### config.mk
export PLATFORM = sky130hd
export DESIGN_NAME = lpl_div
export DESIGN_NICKNAME = d
export VERILOG_FILES = /design/src/rtl/lpl_pkg.sv /design/src/rtl/lpl_div.sv
export SDC_FILE = /design/constraint.sdc
export NUM_CORES = 1
export LEC_CHECK = 0
export BUFFER_PORTS_ARGS = -buffer_cell sky130_fd_sc_hd__buf_2
export CELL_PAD_IN_SITES_DETAIL_PLACEMENT = 1
export CELL_PAD_IN_SITES_GLOBAL_PLACEMENT = 1
export CORE_MARGIN = 8
export CORE_UTILIZATION = 44
export DETAILED_ROUTE_END_ITERATION = 12
export HOLD_SLACK_MARGIN = 0.1
export PLACE_DENSITY_LB_ADDON = 0.3
export SLEW_MARGIN = 20
export SYNTH_ARGS = -nofsm -noshare
export SYNTH_HDL_FRONTEND = slang
export SYNTH_SLANG_ARGS = --single-unit
export TNS_END_PERCENT = 10
### constraint.sdc
create_clock -name clk -period 3.58 [get_ports clk]
set_input_delay 0.179 -clock clk [delete_from_list [all_inputs] [get_ports clk]]
set_output_delay 0.179 -clock clk [all_outputs]
set_load 0.01 [all_outputs]
### src/rtl/lpl_pkg.sv
package lpl_pkg;

  localparam int SAMPLE_W = 24;
  localparam int GAIN_W   = 16;
  localparam int MIN_LOOKAHEAD = 16;

  localparam logic [GAIN_W-1:0] UNITY_GAIN = 16'd32768;

  // quotient bits produced by the divider (needed gain is always below unity)
  localparam logic [3:0] DIV_STEPS = 4'd15;

  typedef enum logic [1:0] {
    REG_CEILING   = 2'd0,
    REG_RELEASE   = 2'd1,
    REG_LOOKAHEAD = 2'd2,
    REG_STEREO    = 2'd3
  } reg_idx_t;

  typedef enum logic [3:0] {
    ST_CLEAR,
    ST_IDLE,
    ST_READ,
    ST_WRITE,
    ST_SCAN,
    ST_DECIDE,
    ST_DIV_WAIT,
    ST_REL_MUL,
    ST_REL_ADD,
    ST_MUL_L,
    ST_SAT_L,
    ST_MUL_R,
    ST_SAT_R,
    ST_PUSH
  } state_t;

  typedef struct packed {
    logic start;
    logic [GAIN_W-1:0] ceiling;
    logic [SAMPLE_W-1:0] peak;
  } div_req_t;

  typedef struct packed {
    logic done;
    logic [GAIN_W-1:0] quotient;
  } div_rsp_t;

endpackage

### src/rtl/lpl_div.sv
module lpl_div (
  input  logic              clk,
  input  logic              rst_n,
  input  lpl_pkg::div_req_t req,
  output lpl_pkg::div_rsp_t rsp
);

  // dividend is ceiling * 2^23; its part above bit 15 (ceiling * 256) is below
  // the divisor, so only the low fifteen quotient bits are produced
  logic                          busy_r, busy_nxt;
  logic                          done_r, done_nxt;
  logic [3:0]                    cnt_r, cnt_nxt;
  logic [lpl_pkg::SAMPLE_W:0]    rem_r, rem_nxt;
  logic [lpl_pkg::GAIN_W-1:0]    q_r, q_nxt;
  logic [lpl_pkg::SAMPLE_W-1:0]  dvs_r, dvs_nxt;
  logic [lpl_pkg::SAMPLE_W+1:0]  shifted;
  logic [lpl_pkg::SAMPLE_W+1:0]  diff;

  always_comb begin
    busy_nxt = busy_r;
    done_nxt = 1'b0;
    cnt_nxt  = cnt_r;
    rem_nxt  = rem_r;
    q_nxt    = q_r;
    dvs_nxt  = dvs_r;
    shifted  = {rem_r, 1'b0};
    diff     = shifted - {2'b00, dvs_r};
    if (req.start) begin
      busy_nxt = 1'b1;
      cnt_nxt  = 4'd0;
      rem_nxt  = {1'b0, req.ceiling, 8'd0};
      q_nxt    = '0;
      dvs_nxt  = req.peak;
    end else if (busy_r) begin
      // restoring step: shift in a zero, subtract when it fits
      if (!diff[lpl_pkg::SAMPLE_W+1]) begin
        rem_nxt = diff[lpl_pkg::SAMPLE_W:0];
        q_nxt   = {q_r[lpl_pkg::GAIN_W-2:0], 1'b1};
      end else begin
        rem_nxt = shifted[lpl_pkg::SAMPLE_W:0];
        q_nxt   = {q_r[lpl_pkg::GAIN_W-2:0], 1'b0};
      end
      cnt_nxt = cnt_r + 4'd1;
      if (cnt_r == lpl_pkg::DIV_STEPS - 4'd1) begin
        busy_nxt = 1'b0;
        done_nxt = 1'b1;
      end
    end
  end

  always_ff @(posedge clk) begin
    if (!rst_n) begin
      busy_r <= 1'b0;
      done_r <= 1'b0;
      cnt_r  <= 4'd0;
    end else begin
      busy_r <= busy_nxt;
      done_r <= done_nxt;
      cnt_r  <= cnt_nxt;
    end
    rem_r <= rem_nxt;
    q_r   <= q_nxt;
    dvs_r <= dvs_nxt;
  end

  assign rsp.done     = done_r;
  assign rsp.quotient = q_r;

endmodule

==> out/results.tsv, run 1 <==
stage	metric	value	unit
logic_synthesis	synth_top_area_share	0.301	
clock_tree	numCtsBuffers	9	
status	outcome	finished clean	
routing	wl_per_cell	17.0	um
hold_path	whs_path_depth	3	
power_and_ir_drop	power_density	470	nW/um^2
sta	final.setup.tns	0	ns
clock_tree	cts_max_path_buffers	2	
power_and_ir_drop	p_leak	2.11	nW
clock_tree	cts_tree	built	
global_routing	grt_pass1_wl	17.6	mm
routing	vias_per_cell	5.52	
logic_synthesis	yosys_warnings	0	
clock_tree	clkTransAtPathRegs	0.09	ns
flow_run	drv_cap	0	
worst_setup_path	startpoint_type	flop	
clock_tree	ctsHoldBuffers	25	
worst_setup_path	crit_fanout	13	
logic_synthesis	syn_area	3990	um^2
layout	fillers	1015	
layout	antenna_cells	0	
placement	io_buffers	59	
routing	ant_nets	0	
worst_setup_path	crit_type	flop to flop	
logic_synthesis	synthesis.nets	480	
clock_tree	postCtsSetupBuffers	0	
logic_synthesis	async_flop_share	0	
sta	finalMaxSlewViolations	0	
logic_synthesis	synthTopCellsByArea	edfxtp_1 (30%), dfxtp_1 (16%), ha_1 (7.8%)	
global_routing	grt_util_all_layers	0.168	
clock_tree	h-tree-depth	3	
worst_setup_path	r2r_setup_slack	0.46	ns
clock_tree	clock_latency	0.36	ns
floorplan	die_h	111	um
routing	drt_iter0_drc	61	
placement	routabilityCongestion	0.838	
placement	placed_cells	566	
power_and_ir_drop	irDropWorstVdd	0.257	mV
sta	hold_violations	0	
floorplan	dieArea	12400	um^2
clock_tree	clock_sinks	71	
logic_synthesis	syn-mean-instance-area	9.70	um^2
worst_setup_path	arrival	3.40	ns
routing	vias	3353	
floorplan	die_w	111	um
logic_synthesis	synth_area_leader_cell	edfxtp_1	
sta	worst_slew_pin_slew	0.753	ns
worst_setup_path	reg2reg_depth	12	
worst_setup_path	reg2reg_from	dvs_r[1]	
routing	drt-total-wl	10.3	mm
global_routing	grt.overflow.total	0	
layout	area_growth	21.0	%
routing	drc	0	
clock_tree	cts_resized	0	
logic_synthesis	postSynthRegisterBits	71	
hold_path	min_path_type	input port to flop	
sta	fin_crit	3.12	ns
hold_path	hp-start	req[30]	
logic_synthesis	synth_cells	411	
floorplan	row_count	34	
floorplan	boundaryPins	60	
sta	grt_setup_unrepaired	no	
hold_path	min_to	rem_r[14]	
floorplan	fp.coreArea	8760	um^2
layout	nets	563	
floorplan	start_util	0.455	
logic_synthesis	synth_edf_count	40	
placement	dp_hpwl	7.31	mm
global_routing	first_global_vias	3715	
logic_synthesis	ys_types	53	
sta	max_slew_margin	0.497	
sta	fmax	0.320	GHz
routing	firstDrtPassIters	4	
worst_setup_path	endpoint_kind	flop	
worst_setup_path	r2r_end	rem_r[24]	
sta	setup_viol	0	
logic_synthesis	yosysSeqAreaShare	0.457	
sta	finClkSkew	0.0130	ns
clock_tree	ctsRootBufferMaster	clkbuf_8	
logic_synthesis	ys.flop_type	edfxtp_1	
worst_setup_path	cp.required	3.86	ns
sta	post-route-period-util	0.873	
global_routing	grt_max_degree	68	
layout	drive_gt1_frac	0.186	
global_routing	antenna_found_initial	0	
layout	final-instance-count-excl-fill	607	
critical path, stage by stage, from the launching register on:
cell and delay (ns):
edfxtp_1 0.42, inv_1 0.07, ha_1 0.21, nor2b_1 0.15
o2111ai_1 0.24, nand3_1 0.18, a21boi_1 0.31, a21oi_2 0.14
a21o_2 0.25, xnor2_2 0.14, buf_4 0.20, or4_1 0.49
a311oi_2 0.25
layer usage:
metal,vias to the layer above,wire length (um),track usage
met5,-,0,0
met4,0,131,0.0524
met3,13,392,0.0406
met2,56,5240,0.299
met1,1633,4550,0.193
li1,1651,-,-
where the power goes:
group / switching, W / internal, W / total (W)
clock: 0.000365 / 0.000267 / 0.000633
sequential: 0.0000370 / 0.000932 / 0.000968
combinational: 0.000380 / 0.000286 / 0.000667
sequential cells by signal, indices dropped and copies added (netlist names):
signal / cells
busy_r: 1
cnt_r: 4
done_r: 1
dvs_r: 24
q_r: 16
rem_r: 25
metrics by stage:
step | worst slack (ns) | total power [W] | util | cell area [um^2] | hold WS [ns]
final | 0.456 | 0.00227 | 0.551 | 4830 | 0.116
after CTS | 0.439 | 0.00228 | 0.551 | 4830 | 0.109
after floorplan | 0.921 | 0.00145 | - | 3990 | 0.278
after global placement | 0.627 | 0.00160 | 0.501 | 4390 | 0.355
after global routing | 0.209 | 0.00240 | 0.551 | 4830 | 0.112
after detailed placement | 0.457 | 0.00163 | 0.501 | 4390 | 0.358
layout by cell type (no fill, tap or decap), types with 5 or more instances in the layout:
master / Yosys / final
a21o_1: 9 / 9
a21oi_1: 17 / 17
a311oi_1: 6 / 6
buf_2: 4 / 59
buf_4: 1 / 7
clkbuf_8: 0 / 9
dfxtp_1: 31 / 30
dlygate4sd3_1: 0 / 25
edfxtp_1: 40 / 40
ha_1: 25 / 25
inv_1: 28 / 28
mux2i_1: 19 / 19
nand2_1: 49 / 49
nand2b_1: 5 / 5
nand3_1: 24 / 24
nor2_1: 41 / 40
nor3_1: 5 / 5
o21ai_0: 10 / 10
o311ai_0: 11 / 11
xnor2_1: 16 / 16
xor2_1: 5 / 5
Yosys cell counts, drive strengths merged (4+ instances only):
library cell  count
edfxtp           40
a21o             10
ha               25
buf               6
nand2            49
dfxtp            31
nor2b             4
nor2             41
mux2i            19
a211oi            4
a21oi            19
nand3            24
o311ai           11
nor3              5
clkbuf           13
inv              28
nand2b            5
xor2              6
xnor2            17
o21a              4
o21ai            12
a311oi            7
cells by family (layout without fill, tap and decap cells):
group / Yosys count / in the layout / synth area share
AOI/OAI and AO/OA: 87 / 87 / 0.158
DFF: 71 / 71 / 0.457
muxes: 19 / 19 / 0.0477
xor gates and xnor gates: 23 / 23 / 0.0543
adders and majority gates: 26 / 26 / 0.0835
buffers and inverters: 47 / 135 / 0.0468
and+or+nand+nor: 138 / 138 / 0.153
final cells by class:
type	instances	area, um^2	area share
Multi-Input combinational cell	293	1980	0.411
Sequential cell	71	1820	0.378
Timing Repair Buffer	91	598	0.124
Tap cell	108	135	0.0280
Clock buffer	9	124	0.0257
Inverter	28	105	0.0218
Clock inverter	7	58.8	0.0122
worst max path at each step:
stage | from | to | slack [ns] | depth (start not counted)
6_report | dvs_r[1] | rem_r[24] | 0.46 | 12
5_1_grt | dvs_r[1] | rem_r[24] | 0.21 | 12
4_1_cts | dvs_r[1] | rem_r[24] | 0.44 | 12
3_5_place_dp | dvs_r[1] | rem_r[24] | 0.46 | 12
3_3_place_gp | dvs_r[1] | rem_r[24] | 0.63 | 12
2_1_floorplan | rem_r[13] | rem_r[24] | 0.92 | 9
(Power assumes the default switching activity.)
==> run 2, diff against run 1 <==
- ABC_AREA: default -> 1
- CORE_UTILIZATION: 44 -> 42
==> run 2 against run 1 <==
Net effect: cell area grew 20%; global-route usage grew 4.8 points; sequential share of layout area shrank 6.3 points; non-clock buffer count shrank 2; highest routed layer unchanged; largest power group unchanged; synthesized cell count grew 71%; hold slack lost 0.0086 ns; count of clock-buffer cells in the layout grew 2; critical path depth shrank 1; sequential power grew 1%.
==> out/results.tsv, run 2 <==
stage	metric	value	unit	change
clock_tree	cts_tree	built		
routing	ant_nets	0		unchanged
layout	top_register	rem_r		
routing	vias_per_cell	5.05		-8.5%
worst_setup_path	cp.required	3.68	ns	-0.18 ns
worst_setup_path	crit_type	flop to flop		
clock_tree	clkTransAtPathRegs	0.06	ns	-0.03 ns
clock_tree	ctsRootBufferMaster	clkbuf_16		
placement	routabilityCongestion	0.957		+14%
layout	layout.area.seq	1820	um^2	about the same
logic_synthesis	postSynthRegisterBits	71		unchanged
worst_setup_path	startpoint_type	flop		
clock_tree	clock_latency	0.35	ns	about the same
power_and_ir_drop	power_density	489	nW/um^2	+4.0%
placement	dp_hpwl	11.7	mm	+60%
layout	drive_gt1_frac	0.122		-0.0641
sta	fmax	0.335	GHz	+4.8%
layout	largest_register_ffs	25		unchanged
global_routing	first_global_vias	5176		+39%
hold_path	min_path_type	input port to flop		
routing	firstDrtPassIters	4		unchanged
logic_synthesis	yosysMostFrequentCell	nand2_1		
worst_setup_path	crit_fanout	14		+1
logic_synthesis	ys.flop_type	edfxtp_1		
clock_tree	clock_sinks	71		unchanged
sta	hold_violations	0		unchanged
worst_setup_path	endpoint_kind	flop		
routing	vias	4729		+41%
layout	antenna_cells	0		unchanged
sta	finClkSkew	0.00578	ns	-0.00719 ns
floorplan	dieArea	15100	um^2	+22%
logic_synthesis	yosys_warnings	0		unchanged
layout	top_regs	rem_r: 25 flops, dvs_r: 24 flops, q_r: 16 flops		
logic_synthesis	synth_edf_count	40		unchanged
logic_synthesis	synthTopCellsByArea	edfxtp_1 (25%), nand2_1 (20%), dfxtp_1 (13%)		
flow_run	drv_cap	0		unchanged
global_routing	grt_pass1_wl	25.5	mm	+45%
logic_synthesis	ys_types	33		-38%
logic_synthesis	synth_cells	702		+71%
floorplan	die_w	123	um	+11%
sta	final.setup.tns	0	ns	unchanged
logic_synthesis	synth_area_leader_cell	edfxtp_1		
global_routing	grt_util_all_layers	0.216		+0.0476
power_and_ir_drop	irDropWorstVdd	0.377	mV	+47%
floorplan	die_h	123	um	+11%
global_routing	antenna_found_initial	0		unchanged
floorplan	start_util	0.427		-0.0285
floorplan	fp.coreArea	11300	um^2	+29%
power_and_ir_drop	p_leak	3.07	nW	+45%
routing	drc	0		unchanged
sta	post-route-period-util	0.833		-0.0400
logic_synthesis	synthTopCellsByCount	nand2_1 (251), inv_1 (149), nand3_1 (68), edfxtp_1 (40)		
placement	placed_cells	892		+58%
logic_synthesis	syn_area	4810	um^2	+21%
logic_synthesis	yosysSeqAreaShare	0.379		-0.0780
placement	io_buffers	59		unchanged
clock_tree	h-tree-depth	3		unchanged
global_routing	grt_max_degree	44		-35%
logic_synthesis	synth_top_area_share	0.250		-0.0514
floorplan	boundaryPins	60		unchanged
layout	final-instance-count-excl-fill	936		+54%
routing	wl_per_cell	16.5	um	-2.8%
layout	layout_commonest_cell	nand2_1		
layout	nets	857		+52%
clock_tree	cts_max_path_buffers	2		unchanged
sta	max_slew_margin	0.492		-0.00468
sta	setup_viol	0		unchanged
layout	multi_input_area	2330	um^2	+18%
logic_synthesis	syn-mean-instance-area	6.85	um^2	-29%
layout	fillers	1507		+48%
layout	layout_common_cells	nand2_1 (251), inv_1 (149), nand3_1 (68)		
global_routing	grt.overflow.total	0		unchanged
routing	drt_iter0_drc	169		+180%
worst_setup_path	arrival	3.08	ns	-0.32 ns
floorplan	row_count	39		+15%
sta	fin_crit	2.98	ns	-0.143 ns
logic_synthesis	async_flop_share	0		unchanged
status	outcome	finished clean		
logic_synthesis	synthesis.nets	771		+61%
clock_tree	numCtsBuffers	9		unchanged
sta	finalMaxSlewViolations	0		unchanged
layout	area_growth	20.2	%	
sta	grt_setup_unrepaired	no		
routing	drt-total-wl	15.4	mm	+50%
sta	worst_slew_pin_slew	0.753	ns	-0.000137 ns
[run 2: changes by cell type after synthesis, sizes merged, moves of 7 or more]
cell    delta
a311oi     -7
xnor2     -10
nand2    +209
a21o      -10
clkbuf    -10
mux2i     -19
o311ai    -11
nand3     +48
inv      +123
o22ai     +14
nand3b     +7
[run 2: area by class of cell]
cell class | count | share of cell area
Tap cell | 143 | 0.0309
Clock inverter | 5 | 0.00649
Clock buffer | 11 | 0.0439
Inverter | 151 | 0.0980
Multi-Input combinational cell | 466 | 0.403
Timing Repair Buffer | 89 | 0.102
Sequential cell | 71 | 0.315
[run 2: final timing paths]
| check | startpoint | slack, ns | end | cells after the start |
|---|---|---|---|---|
| worst min register to register | cnt_r[3] | 0.46 | cnt_r[3] | 1 |
| worst min-delay path | req[26] | 0.11 | rem_r[10] | 3 |
| worst max register to register | rem_r[14] | 0.60 | rem_r[16] | 11 |
| worst max-delay path | rem_r[14] | 0.60 | rem_r[16] | 11 |
[run 2: repair_timing]
| item | CTS | global route |
|---|---|---|
| resized for setup | 0 | 0 |
| hold buffers | 28 | 0 |
| setup buffers | 0 | 0 |
| hold endpoints to repair | 28 | 0 |
| setup endpoints to repair | 0 | 0 |
[run 2: through the flow]
step | instance area [um^2] | util | hold WS (ns) | total power, W | setup slack, ns
after floorplan | 4810 | - | 0.278 | 0.00165 | 1.56
after global placement | 5210 | 0.462 | 0.355 | 0.00187 | 0.763
after detailed placement | 5210 | 0.462 | 0.357 | 0.00190 | 0.634
after CTS | 5780 | 0.513 | 0.100 | 0.00284 | 0.597
after global routing | 5780 | 0.513 | 0.112 | 0.00299 | 0.464
final | 5780 | 0.513 | 0.108 | 0.00283 | 0.599
[run 2: power breakdown]
group	switching [W]	total, W	internal, W
Combinational	0.000624	0.000943	0.000318
Clock	0.000386	0.000903	0.000517
Sequential	0.0000432	0.000980	0.000937
[run 2: critical path, cell delays in order (launching register included)]
cell and delay, ns:
edfxtp_1 0.40, ha_1 0.40, nand2_1 0.15, inv_1 0.09, a21oi_1 0.17, nand2_1 0.13, a21oi_2 0.22, nand3_2 0.41
nand2_2 0.46, nand2_1 0.12, nand3_1 0.11, nand2_1 0.06
[run 2: cells by family after synthesis]
group	count (synthesis)	synth area share
XOR/XNOR	10	0.0182
adder cells (fa/ha/maj)	26	0.0692
AND/OR/NAND/NOR	387	0.348
flip-flops	71	0.379
buffers and inverters	165	0.136
AO/OA/AOI/OAI	43	0.0500
[run 2: layer usage]
layer,part of all wire,GRT usage,vias up
met2,0.49,0.371,85
met4,0.013,0.0707,0
met1,0.45,0.266,2283
met5,0,0,-
li1,-,-,2346
met3,0.044,0.0438,15
==> run 3, diff against run 2 <==
- ABC_AREA: 1 -> 0
- CORE_UTILIZATION: 42 -> 40
- clock period: 3.58 -> 2.43 ns (I/O delays scaled with it)
==> run 3 against run 2 <==
Net effect: the run now ends with negative setup slack left; global-route usage is 1.4 points lower; worst setup slack worse by 1.0 ns; via count shrank 20%; flip-flop and latch count is the same; clock skew grew 0.010 ns; non-clock buffer count rose by 83; combinational power up 69%; hold slack improved by 0.18 ns; critical path type unchanged; critical endpoint is now rem_r[24].
==> out/results.tsv, run 3 (same netlist as run 1, synthesis figures left out) <==
stage	metric	value	unit	change
status	failed_checks	negative setup slack		
sta	setup_viol	25		+25
floorplan	dieArea	13400	um^2	-11%
sta	post-route-period-util	1.17		+0.336
layout	drive_gt1_frac	0.347		+0.224
routing	vias	3769		-20%
layout	final-instance-count-excl-fill	713		-24%
hold_path	hp-start	req[40]		
clock_tree	ctsRootBufferMaster	clkbuf_8		
hold_path	min_path_type	input port to flop		
layout	fillers	1102		-27%
worst_setup_path	r2r_setup_slack	-0.41	ns	-1.01 ns
worst_setup_path	reg2reg_depth	11		unchanged
clock_tree	cts_tree	built		
worst_setup_path	arrival	3.13	ns	+0.05 ns
routing	wl_per_cell	18.7	um	+13%
global_routing	grt_util_all_layers	0.202		-0.0136
routing	drt-total-wl	13.3	mm	-14%
layout	top_regs	rem_r: 25 flops, dvs_r: 24 flops, q_r: 16 flops		
clock_tree	h-tree-depth	3		unchanged
routing	firstDrtPassIters	4		unchanged
routing	ant_nets	0		unchanged
worst_setup_path	endpoint_kind	flop		
layout	layout_commonest_cell	buf_4		
flow_run	drv_cap	0		unchanged
sta	fin_crit	2.84	ns	-0.140 ns
placement	routabilityCongestion	0.831		-13%
worst_setup_path	cp.required	2.72	ns	-0.96 ns
placement	io_buffers	59		unchanged
layout	layout_common_cells	buf_4 (65), buf_2 (59), nand2_1 (47)		
clock_tree	clock_sinks	71		unchanged
worst_setup_path	crit_fanout	5		-9
power_and_ir_drop	total_power	0.00392	W	+39%
global_routing	grt.overflow.total	0		unchanged
routing	drc	0		unchanged
routing	drt_iter0_drc	138		-18%
sta	finalMaxSlewViolations	0		unchanged
layout	nets	644		-25%
global_routing	grt_pass1_wl	20.9	mm	-18%
sta	worst_slew_pin_slew	0.805	ns	+0.0520 ns
worst_setup_path	crit_type	flop to flop		
sta	fmax	0.352	GHz	+4.9%
sta	hold_violations	0		unchanged
layout	largest_register_ffs	25		unchanged
sta	setup_slack	-0.411	ns	-1.01 ns
clock_tree	clkTransAtPathRegs	0.09	ns	+0.03 ns
worst_setup_path	reg2reg_from	rem_r[10]		
power_and_ir_drop	irDropWorstVdd	0.466	mV	+24%
layout	antenna_cells	0		unchanged
worst_setup_path	r2r_end	rem_r[24]		
floorplan	die_w	116	um	-5.8%
global_routing	antenna_found_initial	0		unchanged
hold_path	whs_path_depth	2		-1
worst_setup_path	startpoint_type	flop		
clock_tree	numCtsBuffers	9		unchanged
sta	grt_setup_unrepaired	yes		
layout	area_growth	47.6	%	
floorplan	row_count	36		-7.7%
placement	dp_worst_setup_slack	-0.433	ns	-1.07 ns
global_routing	first_global_vias	4291		-17%
layout	fin_util	0.605		+0.0919
power_and_ir_drop	p_leak	2.57	nW	-16%
hold_path	min_to	rem_r[0]		
sta	max_slew_margin	0.463		-0.0293
floorplan	start_util	0.410		-0.0167
status	outcome	complete, but fails checks		
sta	worst_hold_slack	0.284	ns	+0.177 ns
global_routing	grt_max_degree	47		+6.8%
clock_tree	cts_max_path_buffers	2		unchanged
placement	dp_hpwl	8.08	mm	-31%
power_and_ir_drop	power_density	665	nW/um^2	+36%
layout	multi_input_area	2290	um^2	-1.7%
floorplan	fp.coreArea	9730	um^2	-14%
placement	placed_cells	641		-28%
floorplan	boundaryPins	60		unchanged
sta	finClkSkew	0.0162	ns	+0.0104 ns
clock_tree	clock_latency	0.39	ns	+0.04 ns
layout	top_register	rem_r		
routing	vias_per_cell	5.29		+4.6%
floorplan	die_h	116	um	-5.8%
layout	layout.area.seq	1820	um^2	about the same
## run 3: metrics by stage
| stage | setup TNS (ns) | instance area [um^2] |
|---|---|---|
| 4_1_cts | -5.05 | 5710 |
| 2_1_floorplan | -1.59 | 4060 |
| 6_report | -5.93 | 5880 |
| 3_5_place_dp | -7.87 | 4880 |
| 5_1_grt | -8.74 | 5880 |
| 3_3_place_gp | -5.54 | 4880 |
## run 3: worst max-delay path by stage
stage	from	end	slack [ns]
finish	rem_r[10]	rem_r[24]	-0.41
global route	rem_r[11]	rem_r[24]	-0.51
CTS	rem_r[10]	rem_r[24]	-0.28
detailed placement	dvs_r[5]	rem_r[7]	-0.43
global placement	dvs_r[5]	rem_r[21]	-0.31
floorplan	dvs_r[1]	rem_r[24]	-0.15
## run 3: routing by layer
layer	track usage	share of wire
met5	0	0
met4	0.0968	0.028
met3	0.0532	0.050
met2	0.379	0.54
met1	0.203	0.38
## run 3: what timing repair did
| action | in CTS | in global routing |
|---|---|---|
| endpoints found under the setup margin | 26 | 26 |
| setup buffers | 5 | 8 |
| endpoints found under the hold margin | 42 | 0 |
| cloned | 2 | 1 |
| pin swaps | 16 | 12 |
| hold buffers | 41 | 0 |
| resized for setup | 29 | 28 |
## run 3: critical path: stages, from the launching register on
cell,delay (ns)
edfxtp_1,0.44
ha_4,0.19
buf_4,0.13
a21oi_2,0.18
o211ai_2,0.12
a211oi_1,0.29
a21oi_2,0.13
a21o_4,0.25
xnor2_4,0.17
buf_4,0.18
or4_4,0.42
a311oi_2,0.25
## run 3: cell type report
type | count | area share
multi-input cells | 293 | 0.390
clock buffers | 10 | 0.0217
clock inverters | 6 | 0.00765
well taps | 133 | 0.0283
flip-flops and latches | 71 | 0.310
repair buffers | 172 | 0.225
inverters | 28 | 0.0179
## run 3: report_power, final
part | leakage, nW | switching (W) | internal, W | total, W
Clock | 0.0872 | 0.000508 | 0.000376 | 0.000884
Sequential | 0.655 | 0.0000674 | 0.00137 | 0.00144
Combinational | 1.83 | 0.000790 | 0.000801 | 0.00159
